File: src/rtl/gww_pkg.sv
`timescale 1ns / 1ps

package gww_pkg;

  // Byte codes with a meaning of their own.
  localparam logic [7:0] CH_END     = 8'd0;
  localparam logic [7:0] CH_NEWLINE = 8'd10;
  localparam logic [7:0] CH_SPACE   = 8'd32;

  // Field and state widths.
  localparam int unsigned WIDTH_W  = 10;
  localparam int unsigned CHAR_W   = 8;
  localparam int unsigned OFFSET_W = 16;
  localparam int unsigned LINES_W  = 17;
  localparam int unsigned WORD_W   = 11;

  // Reset values and saturation limits.
  localparam logic [WIDTH_W-1:0] WRAP_WIDTH_RESET = 10'd80;
  localparam logic [WIDTH_W-1:0] COLUMN_MAX       = 10'd1023;
  localparam logic [LINES_W-1:0] LINES_MAX        = 17'h1FFFF;

  // Default text length limit in bytes.
  localparam int unsigned MAX_TEXT_BYTES_DEF = 65536;

  // One result item.
  typedef struct packed {
    logic [OFFSET_W-1:0] line_start;
    logic [LINES_W-1:0]  line_total;
    logic                is_end;
    logic                offset_overflow;
  } gww_result_t;

endpackage

File: src/rtl/greedy_word_wrap.sv
`timescale 1ns / 1ps

// Greedy word wrap over a byte stream: every byte on in_char_byte is one transfer,
// and each wrapped line after the first yields one result carrying the byte offset
// where it begins; a zero byte ends the text, yields a result with is_end set and
// the total line count, and clears the text state. The block takes one byte per
// clock cycle while the output register is not stalled; a byte is registered in the
// input register on its transfer, and any result it yields is written into the output
// register when that register is free, which raises out_valid. The rate is set by
// the combinational column and word-length update between the input register and
// the output register. wrap_width (1..1023, 80 after reset, 0 acts as 1) is written
// through cfg_wr_en; the user must write it only while idle, which the block does
// not enforce, and it applies from the next byte. Offsets saturate at the smaller
// of MAX_TEXT_BYTES-1 and 65535, which sets offset_overflow for the rest of that text.
module greedy_word_wrap
  import gww_pkg::*;
#(
  parameter int unsigned MAX_TEXT_BYTES = MAX_TEXT_BYTES_DEF
) (
  input  logic                clk,
  input  logic                rst_n,
  input  logic                cfg_wr_en,
  input  logic [WIDTH_W-1:0]  cfg_wr_data,
  input  logic                in_valid,
  output logic                in_ready,
  input  logic [CHAR_W-1:0]   in_char_byte,
  output logic                out_valid,
  input  logic                out_ready,
  output logic [OFFSET_W-1:0] out_line_start,
  output logic [LINES_W-1:0]  out_line_total,
  output logic                out_is_end,
  output logic                out_offset_overflow
);

  logic              byte_valid;
  logic [CHAR_W-1:0] byte_data;
  logic              out_free;
  logic              proc;
  logic              res_valid;
  gww_result_t       res;

  // A registered byte is processed whenever the output register can take its result.
  assign proc = byte_valid && out_free;

  gww_in_stage u_in_stage (
    .clk          (clk),
    .rst_n        (rst_n),
    .in_valid     (in_valid),
    .in_ready     (in_ready),
    .in_char_byte (in_char_byte),
    .take         (proc),
    .byte_valid   (byte_valid),
    .byte_data    (byte_data)
  );

  gww_core #(
    .MAX_TEXT_BYTES (MAX_TEXT_BYTES)
  ) u_core (
    .clk         (clk),
    .rst_n       (rst_n),
    .cfg_wr_en   (cfg_wr_en),
    .cfg_wr_data (cfg_wr_data),
    .proc        (proc),
    .char_byte   (byte_data),
    .res_valid   (res_valid),
    .res         (res)
  );

  gww_out_reg u_out_reg (
    .clk                 (clk),
    .rst_n               (rst_n),
    .res_valid           (res_valid),
    .res                 (res),
    .out_free            (out_free),
    .out_valid           (out_valid),
    .out_ready           (out_ready),
    .out_line_start      (out_line_start),
    .out_line_total      (out_line_total),
    .out_is_end          (out_is_end),
    .out_offset_overflow (out_offset_overflow)
  );

endmodule

File: src/rtl/gww_in_stage.sv
`timescale 1ns / 1ps

module gww_in_stage
  import gww_pkg::*;
(
  input  logic              clk,
  input  logic              rst_n,
  input  logic              in_valid,
  output logic              in_ready,
  input  logic [CHAR_W-1:0] in_char_byte,
  input  logic              take,
  output logic              byte_valid,
  output logic [CHAR_W-1:0] byte_data
);

  logic              valid_r;
  logic              valid_nxt;
  logic [CHAR_W-1:0] byte_r;

  // The register is free when empty or when its byte is consumed this cycle.
  assign in_ready   = !valid_r || take;
  assign valid_nxt  = in_valid || (valid_r && !take);
  assign byte_valid = valid_r;
  assign byte_data  = byte_r;

  // Valid flag follows the transfers on both sides.
  always_ff @(posedge clk) begin
    if (!rst_n) begin
      valid_r <= 1'b0;
    end else if (in_ready) begin
      valid_r <= valid_nxt;
    end
  end

  // Payload is loaded on every input transfer.
  always_ff @(posedge clk) begin
    if (in_valid && in_ready) begin
      byte_r <= in_char_byte;
    end
  end

endmodule

File: src/rtl/gww_core.sv
`timescale 1ns / 1ps

module gww_core
  import gww_pkg::*;
#(
  parameter int unsigned MAX_TEXT_BYTES = MAX_TEXT_BYTES_DEF
) (
  input  logic               clk,
  input  logic               rst_n,
  input  logic               cfg_wr_en,
  input  logic [WIDTH_W-1:0] cfg_wr_data,
  input  logic               proc,
  input  logic [CHAR_W-1:0]  char_byte,
  output logic               res_valid,
  output gww_result_t        res
);

  // Offsets saturate at the smaller of the text limit minus one and the field maximum.
  localparam logic [OFFSET_W-1:0] OFFSET_CAP =
    (MAX_TEXT_BYTES - 1 > 65535) ? 16'hFFFF : OFFSET_W'(MAX_TEXT_BYTES - 1);

  logic [WIDTH_W-1:0]  wrap_width_r;
  logic [WIDTH_W-1:0]  column_r,        column_nxt;
  logic [WORD_W-1:0]   word_length_r,   word_length_nxt;
  logic [OFFSET_W-1:0] word_begin_r,    word_begin_nxt;
  logic [OFFSET_W-1:0] byte_position_r, byte_position_nxt;
  logic [LINES_W-1:0]  lines_so_far_r,  lines_so_far_nxt;
  logic                overflowed_r,    overflowed_nxt;

  logic [WIDTH_W-1:0]  w_eff;
  logic [WORD_W:0]     w_ext;
  logic                at_cap;
  logic [OFFSET_W-1:0] pos_next;
  logic                ovf_new;
  logic [LINES_W-1:0]  lines_inc;
  logic [WORD_W:0]     space_sum;
  logic [WIDTH_W-1:0]  column_sat;
  logic [WORD_W-1:0]   wl_inc;
  logic [WORD_W:0]     word_sum;

  // Width register; it must be written only while idle, which the block does not enforce.
  always_ff @(posedge clk) begin
    if (!rst_n) begin
      wrap_width_r <= WRAP_WIDTH_RESET;
    end else if (cfg_wr_en) begin
      wrap_width_r <= cfg_wr_data;
    end
  end

  // Shared terms of the byte update.
  always_comb begin
    w_eff      = (wrap_width_r == '0) ? WIDTH_W'(1) : wrap_width_r;
    w_ext      = {2'b00, w_eff};
    at_cap     = (byte_position_r >= OFFSET_CAP);
    pos_next   = at_cap ? OFFSET_CAP : byte_position_r + OFFSET_W'(1);
    ovf_new    = overflowed_r || at_cap;
    lines_inc  = (lines_so_far_r == LINES_MAX) ? lines_so_far_r
                                               : lines_so_far_r + LINES_W'(1);
    space_sum  = {2'b00, column_r} + {1'b0, word_length_r} + (WORD_W+1)'(1);
    column_sat = (space_sum > {2'b00, COLUMN_MAX}) ? COLUMN_MAX : space_sum[WIDTH_W-1:0];
    wl_inc     = word_length_r + WORD_W'(1);
    word_sum   = {2'b00, column_r} + {1'b0, wl_inc};
  end

  // Next state and result for the byte being processed.
  always_comb begin
    column_nxt        = column_r;
    word_length_nxt   = word_length_r;
    word_begin_nxt    = word_begin_r;
    byte_position_nxt = byte_position_r;
    lines_so_far_nxt  = lines_so_far_r;
    overflowed_nxt    = overflowed_r;
    res_valid         = 1'b0;
    res.line_start      = '0;
    res.line_total      = '0;
    res.is_end          = 1'b0;
    res.offset_overflow = ovf_new;
    if (proc) begin
      if (char_byte != CH_END) begin
        byte_position_nxt = pos_next;
        overflowed_nxt    = ovf_new;
      end
      unique case (char_byte)
        CH_END: begin
          // End of text: report the line count and start over.
          res_valid           = 1'b1;
          res.line_total      = lines_so_far_r;
          res.is_end          = 1'b1;
          res.offset_overflow = overflowed_r;
          column_nxt          = '0;
          word_length_nxt     = '0;
          word_begin_nxt      = '0;
          byte_position_nxt   = '0;
          lines_so_far_nxt    = LINES_W'(1);
          overflowed_nxt      = 1'b0;
        end
        CH_NEWLINE: begin
          // Forced break after the newline.
          res_valid        = 1'b1;
          res.line_start   = pos_next;
          lines_so_far_nxt = lines_inc;
          column_nxt       = '0;
          word_begin_nxt   = pos_next;
          word_length_nxt  = '0;
        end
        CH_SPACE: begin
          // A space that overflows a nonempty line breaks after itself.
          if (space_sum > w_ext && column_r != '0) begin
            res_valid        = 1'b1;
            res.line_start   = pos_next;
            lines_so_far_nxt = lines_inc;
            column_nxt       = '0;
          end else begin
            column_nxt = column_sat;
          end
          word_begin_nxt  = pos_next;
          word_length_nxt = '0;
        end
        default: begin
          // Word byte: move the word down, or split it when it is too long.
          word_length_nxt = wl_inc;
          if (word_sum > w_ext) begin
            if (column_r != '0 && {1'b0, wl_inc} <= w_ext) begin
              res_valid        = 1'b1;
              res.line_start   = word_begin_r;
              lines_so_far_nxt = lines_inc;
              column_nxt       = '0;
            end else if ({1'b0, wl_inc} > w_ext) begin
              res_valid        = 1'b1;
              res.line_start   = byte_position_r;
              lines_so_far_nxt = lines_inc;
              column_nxt       = '0;
              word_begin_nxt   = byte_position_r;
              word_length_nxt  = WORD_W'(1);
            end
          end
        end
      endcase
    end
  end

  // Text state registers.
  always_ff @(posedge clk) begin
    if (!rst_n) begin
      column_r        <= '0;
      word_length_r   <= '0;
      word_begin_r    <= '0;
      byte_position_r <= '0;
      lines_so_far_r  <= LINES_W'(1);
      overflowed_r    <= 1'b0;
    end else begin
      column_r        <= column_nxt;
      word_length_r   <= word_length_nxt;
      word_begin_r    <= word_begin_nxt;
      byte_position_r <= byte_position_nxt;
      lines_so_far_r  <= lines_so_far_nxt;
      overflowed_r    <= overflowed_nxt;
    end
  end

  // A word in progress never grows past the widest line.
  a_word_len_bound: assert property (@(posedge clk) disable iff (!rst_n)
    !word_length_r[WORD_W-1])
    else $error("word length exceeds the widest line");

  // The position never passes the offset cap.
  a_pos_cap: assert property (@(posedge clk) disable iff (!rst_n)
    byte_position_r <= OFFSET_CAP)
    else $error("byte position passed the offset cap");

  // An end-of-text byte leaves a cleared text state behind.
  a_end_clears: assert property (@(posedge clk) disable iff (!rst_n)
    (proc && char_byte == CH_END) |=>
      (byte_position_r == '0 && lines_so_far_r == LINES_W'(1) && column_r == '0
       && !overflowed_r))
    else $error("text state not cleared after end of text");

  // Overflow is only flagged once the position has reached the cap.
  a_ovf_at_cap: assert property (@(posedge clk) disable iff (!rst_n)
    overflowed_r |-> byte_position_r == OFFSET_CAP)
    else $error("overflow flagged below the offset cap");

endmodule

File: src/rtl/gww_out_reg.sv
`timescale 1ns / 1ps

module gww_out_reg
  import gww_pkg::*;
(
  input  logic                clk,
  input  logic                rst_n,
  input  logic                res_valid,
  input  gww_result_t         res,
  output logic                out_free,
  output logic                out_valid,
  input  logic                out_ready,
  output logic [OFFSET_W-1:0] out_line_start,
  output logic [LINES_W-1:0]  out_line_total,
  output logic                out_is_end,
  output logic                out_offset_overflow
);

  logic        valid_r;
  gww_result_t data_r;

  // A new result may be written when the register is empty or being drained.
  assign out_free = !valid_r || out_ready;

  // Valid flag: set by a new result, cleared by an output transfer.
  always_ff @(posedge clk) begin
    if (!rst_n) begin
      valid_r <= 1'b0;
    end else if (res_valid) begin
      valid_r <= 1'b1;
    end else if (out_ready) begin
      valid_r <= 1'b0;
    end
  end

  // Result payload.
  always_ff @(posedge clk) begin
    if (res_valid) begin
      data_r <= res;
    end
  end

  assign out_valid           = valid_r;
  assign out_line_start      = data_r.line_start;
  assign out_line_total      = data_r.line_total;
  assign out_is_end          = data_r.is_end;
  assign out_offset_overflow = data_r.offset_overflow;

  // A result is only written into a register that is free.
  a_no_overwrite: assert property (@(posedge clk) disable iff (!rst_n)
    res_valid |-> out_free)
    else $error("result written over an unsent result");

  // End-of-text results carry a line count of at least one.
  a_end_total: assert property (@(posedge clk) disable iff (!rst_n)
    (valid_r && data_r.is_end) |-> data_r.line_total != '0)
    else $error("end-of-text result with zero line count");

  // Line-start results carry no line count.
  a_start_total: assert property (@(posedge clk) disable iff (!rst_n)
    (valid_r && !data_r.is_end) |-> data_r.line_total == '0)
    else $error("line-start result with a line count");

endmodule

File: config.mk
export PLATFORM = sky130hd
export DESIGN_NAME = greedy_word_wrap
export DESIGN_NICKNAME = d
export VERILOG_FILES = /design/src/rtl/gww_pkg.sv /design/src/rtl/greedy_word_wrap.sv /design/src/rtl/gww_in_stage.sv /design/src/rtl/gww_core.sv /design/src/rtl/gww_out_reg.sv
export SDC_FILE = /design/constraint.sdc
export NUM_CORES = 1
export LEC_CHECK = 0
export BUFFER_PORTS_ARGS = -buffer_cell sky130_fd_sc_hd__buf_4
export CAP_MARGIN = 20
export CORE_MARGIN = 5
export CORE_UTILIZATION = 50
export DETAILED_ROUTE_END_ITERATION = 8
export PLACE_DENSITY = 0.68
export SLEW_MARGIN = 20
export SYNTH_ARGS = -nofsm -noshare
export SYNTH_HDL_FRONTEND = slang
export SYNTH_HIERARCHICAL = 1
export SYNTH_SLANG_ARGS = --single-unit
File: constraint.sdc
create_clock -name clk -period 8.81 [get_ports clk]
set_input_delay 1.762 -clock clk [delete_from_list [all_inputs] [get_ports clk]]
set_output_delay 1.762 -clock clk [all_outputs]
set_load 0.1 [all_outputs]
Yosys cells after proc, flatten, opt, wreduce, memory -nomap -nowiden
Index checks and enable logic that the tools add are counted.

storage, ports and cells
  register bits = 126
  input bits = 23
  output and inout bits = 37

operators by class
  add/subtract/negate cells = 6
  order comparisons = 6
  equal/unequal tests = 5
  mux-type cells = 41
  reduce and logical (&&, ||, !) cells = 32

operator list
  operator                                               count
  two-way mux 16 bit                                     10
  two-way mux 17 bit                                     5
  two-way mux 10 bit                                     6
  one-hot mux 17 bit (3 select lines)                    1
  one-hot mux 16 bit (3 select lines)                    1
  two-way mux 11 bit                                     4
  one-hot mux 16 bit (2 select lines)                    1
  adder 10 x 11 -> 12 bit                                2
  > comparator 12 x 10 -> 1 bit                          2
  one-hot mux 10 bit (2 select lines)                    1
  adder 17 x 1 -> 17 bit (second input constant)         1
  equality test 17 bit (second input constant)           1
  adder 16 x 1 -> 16 bit (second input constant)         1
  >= comparator 16 bit (second input constant)           1
  adder 12 x 1 -> 12 bit (second input constant)         1
  > comparator 12 x 10 -> 1 bit (second input constant)  1
  adder 11 x 1 -> 11 bit (second input constant)         1
  > comparator 11 x 10 -> 1 bit                          1
  <= comparator 11 x 10 -> 1 bit                         1
  zero test 10 bit                                       1
  two-way mux 1 bit                                      10
  nonzero test 10 bit                                    1
  nonzero test 3 bit                                     3
  equality test 8 x 4 -> 1 bit (second input constant)   1
  other kinds (18)                                       32

Longest topological paths before layout
  depth in word-level cells = 9
  mapped depth = 22
  depth with buffers taken out = 20

Modules after synthesis
Netlist, hierarchy kept.

modules (own cells, without submodules)
  module            instances  cells an instance  area each (um^2)  sequential area each (um^2)
  gww_core          1          828                6512.5            1621.6
  gww_out_reg       1          39                 1099.8            1071.0
  gww_in_stage      1          13                 297.8             260.2
  greedy_word_wrap  1          1                  6.3               0.0

Least setup slack after synthesis
No wires, ideal clock.

  path type = register to register
  from = reg u_core.word_length_r[1]
  to = reg u_out_reg.data_r, in the netlist u_out_reg/out_is_end (enable)
  arrival time = 5.267 ns
  required time = 8.381 ns
  path slack = 3.115 ns
  stages on the path, launching flop included = 20
  period minus slack after synthesis = 5.695 ns
  cell sequence = dfxtp_1 ha_1 nand3_2 or2_2 xnor2_1 ha_1 a21oi_1 o21ai_0 nor2_1 xnor2_1 ha_1 o21a_1 o32ai_1 nand2b_1 o21ai_0 o21ai_0 o21ai_2 buf_4 buf_6 nor2_1

on the way
  word-level cells in the longest chain between the ends = 7

RTL lines
  item                                                                      RTL line                          source
  from (decl)                                                               gww_core.sv:24                    logic [WORD_W-1:0] word_length_r, word_length_nxt;
  from (signal assigned)                                                    gww_core.sv:153                   word_length_r <= word_length_nxt;
  adder 10 x 11 -> 12 bit / adder 11 x 1 -> 11 bit (equally long branches)  gww_core.sv:59, gww_core.sv:61
  adder 12 x 1 -> 12 bit (tied with other cells)                            gww_core.sv:59                    space_sum = {2'b00, column_r} + {1'b0, word_length_r} + (WORD_W+1)'(1);
  > comparator 12 x 10 -> 1 bit (tied with other cells)                     gww_core.sv:108                   if (space_sum > w_ext && column_r != '0) begin
  logical AND 1 bit / two-way mux 1 bit (equally long branches)             gww_core.sv:108, gww_core.sv:123
  two-way mux 1 bit, on equally long branches                               gww_core.sv:108, gww_core.sv:122
  one-hot mux 1 bit (2 select lines) *                                      gww_core.sv:83                    unique case (char_byte)
  two-way mux 1 bit *                                                       gww_core.sv:78                    if (proc) begin
  named net res_valid                                                       greedy_word_wrap.sv:39            logic res_valid;
  to (signal assigned)                                                      gww_out_reg.sv:39                 data_r <= res;
  to (decl)                                                                 gww_out_reg.sv:20                 gww_result_t data_r;

The timed path passes the listed nets; every way through them passes the cells marked *.
A chain may end at the register's enable or synchronous reset.

Worst setup path in the final report
  from = reg u_core.word_length_r[1]
  to = reg u_out_reg.data_r, in the netlist u_out_reg/out_line_start[14] (enable)

Same word-level chain as after synthesis.

==> flow_summary.json <==
{
  "drc": 0,
  "grt_use_total": 0.222,
  "yosysUniqueCellTypes": 77,
  "cts-resized-gates": 0,
  "maxSlewHeadroom": 0.291,
  "nNetsFinal": 995,
  "postCtsSetupRepairBufs": 0,
  "grt_pass1_vias": 6268,
  "antenna_found_initial": 0,
  "h-tree-depth": 4,
  "grt_max_degree": 55,
  "critPathMaxStageDelay_ns": 0.78,
  "syn_nets": 963,
  "fin_tns_setup_ns": 0,
  "synth_cells": 881,
  "coreArea_mm2": 0.0157,
  "drt_pre_antenna_iters": 6,
  "synth_compound_area_frac": 0.221,
  "dieArea_mm2": 0.0184,
  "run_status": "finished, final reports clean",
  "fin_crit_sh": 0.602,
  "io_pins": 60,
  "path_class": "flop to flop",
  "cts_made_buffers": 17,
  "layout-drive-gt1-share": 0.148,
  "synthAdderAreaFrac": 0.0951,
  "rows": 46,
  "io_buffers": 59,
  "wl_per_cell_um": 17.7,
  "synth_top_family_by_area": "compound AO/OA/AOI/OAI gates",
  "hp-class": "flop to flop",
  "period_needed_ns": 5.30,
  "p_leak_nw": 3.58,
  "clock_sinks": 126,
  "yosysWarnings": 6,
  "gp_congestion": 0.901,
  "synth.area.mux_share": 0.0291,
  "worst-endpoint-required_ns": 8.85,
  "synth_area_mm2": 0.00792,
  "hpwl_mm": 13.6,
  "root_buffer": "clkbuf_16",
  "arrival_ns": 5.34,
  "worst_hold_slack_ns": 0.467,
  "wl_mm": 20.2,
  "slew_viol_final": 0,
  "vdd_drop_max_mv": 0.118,
  "vias": 6915,
  "setup-violations-final": 0,
  "crit_path_max_fanout": 36,
  "clock_skew_ns": 0.00890,
  "synth_enable_flop_cells": 43,
  "area_delta_synth_final_pct": 14.1,
  "dieHeight_um": 136,
  "ys_async_sr_fraction": 0,
  "most-common-layout-cells": "83 x dfxtp_1, 77 x a21oi_1, 68 x nor2_1",
  "ys.flop_type": "dfxtp_1",
  "tightest_slew_ns": 1.06,
  "synth_seq_area_share": 0.373,
  "p_per_area_mw_per_mm2": 152,
  "layout_commonest_cell": "dfxtp_1",
  "antenna_cells": 0,
  "synthXorXnorAreaFrac": 0.0364,
  "grt_pass1_wl_mm": 32.8,
  "finalWorstSetupSlack_ns": 3.51,
  "path_clk_slew_ns": 0.06,
  "worstSetupEndpointType": "flop",
  "overflow": 0,
  "cts_buffer_depth": 2,
  "fmaxAchievable_ghz": 0.189,
  "drtIter0Drc": 626,
  "place_ws_ns": 3.57,
  "synth.avg_cell_area_um2": 8.99,
  "cp-start-kind": "flop",
  "initial_utilization": 0.504,
  "worstSkewPairLatency_ns": 0.42,
  "synthSimpleGateAreaFrac": 0.203,
  "viasPerCell": 6.06,
  "cp_slowest_cell": "nor2_4",
  "synth-seq-cells": 126,
  "worstPathCellList": "ha_1, nand3_2, or2_2, xnor2_1, ha_1, a21oi_1, o21ai_0, nor2_1, xnor2_1, ha_1, o21a_1, o32ai_1, nand2b_1, o21ai_0, o21ai_0, o21ai_2, buf_4, nor2_4",
  "final_hold_viol_count": 0,
  "rsz0062_at_grt": "no",
  "die_w_um": 136,
  "detail-route-antenna-nets": 0,
  "cts_tree": "built",
  "cap_violations": 0,
  "cts_hold_buf": 0
}
[logic make-up (layout without fill, tap and decap cells)]
group | Yosys count | after routing
adders and majority gates | 59 | 59
xor gates and xnor gates | 32 | 32
muxes | 23 | 23
and+or+nand+nor | 304 | 304
buffers and inverters | 79 | 124
AOI/OAI and AO/OA | 258 | 258
DFF | 126 | 126
[report_power, final]
part / switching (mW) / internal [mW]
Combinational: 0.0599 / 0.0340
Sequential: 0.00551 / 0.606
Clock: 0.294 / 0.375
Total: 0.360 / 1.01
[per-layer routing]
metal,up-vias,track usage,share of wire
met4,0,0.0717,0.013
met5,-,0,0
met2,212,0.364,0.47
met1,3300,0.303,0.47
met3,19,0.0344,0.052
li1,3384,-,-
[registers in the layout, summed over array words and instances (netlist names)]
name                           flops
u_core/lines_so_far_r             17
u_out_reg/out_line_total          17
u_core/byte_position_r            16
u_core/word_begin_r               16
u_out_reg/out_line_start          16
u_core/word_length_r              11
u_core/column_r                   10
u_core/wrap_width_r               10
u_in_stage/byte_data               8
u_core/overflowed_r                1
u_in_stage/byte_valid              1
u_out_reg/out_is_end               1
u_out_reg/out_offset_overflow      1
u_out_reg/out_valid                1
[per-stage QoR]
step                      cell area, um2   util  std cells  power, mW
after floorplan                     7920      -        881      0.686
after global placement              8450  0.538       1110      0.716
after detailed placement            8450  0.538       1110      0.718
after CTS                           9030  0.575       1142       1.39
after global routing                9030  0.575       1142       1.43
final                               9030  0.575       1142       1.37
[worst max-delay path: cells and delay by family, from the launching register on]
family | cells | cell delay [ns]
buffers and inverters | 1 | 0.26
xor gates and xnor gates | 2 | 0.32
adders and majority gates | 3 | 0.98
and+or+nand+nor | 5 | 1.52
AOI/OAI and AO/OA | 7 | 1.37
DFF | 1 | 0.42
[final timing paths]
| check | slack (ns) | depth (start not counted) | from | endpoint |
|---|---|---|---|---|
| max reg2reg | 3.51 | 18 | u_core/word_length_r[1] | u_out_reg/out_line_start[14] |
| max | 3.51 | 18 | u_core/word_length_r[1] | u_out_reg/out_line_start[14] |
| min | 0.47 | 2 | u_core/overflowed_r | u_core/overflowed_r |
| min reg2reg | 0.47 | 2 | u_core/overflowed_r | u_core/overflowed_r |
[cell usage after synthesis (3+ instances only)]
master     count  area [um2]
dfxtp_1       83        1660
a21oi_1       77         385
nor2_1        69         259
nand2_1       63         236
ha_1          57         713
edfxtp_1      43        1290
and3_1        37         231
clkbuf_1      36         135
nand3_1       33         165
o21ai_0       32         160
inv_1         25        93.8
mux2i_1       23         230
o211ai_1      21         158
xnor2_1       21         184
a211oi_1      20         150
a221oi_1      17         149
nand4_1       15        93.8
nor4_1        15        93.8
or2_2         15        93.8
nand2b_1      10        62.6
xor2_1        10        87.6
buf_2          9        45.0
nor2b_1        9        56.3
o21bai_1       9        67.6
a21o_1         7        52.6
a22oi_1        7        52.6
a31oi_1        7        43.8
nor3_1         7        35.0
o211a_1        7        70.1
o21a_1         7        52.6
o22ai_1        7        43.8
o31ai_1        6        45.0
or3_1          5        31.3
nor2_2         4        25.0
or4_1          4        30.0
and2_1         3        18.8
buf_1          3        11.3
buf_4          3        22.5
nand3b_1       3        22.5
o2111ai_1      3        26.3
o31a_1         3        26.3
[layout make-up]
cell class / instances / area [um2]
fillers: 1458 / 6680
multi-input cells: 676 / 4640
flip-flops and latches: 126 / 2950
repair buffers: 66 / 495
clock buffers: 17 / 425
well taps: 216 / 270
clock inverters: 15 / 149
inverters: 26 / 97.6
Power figures use the tool's default switching activity.
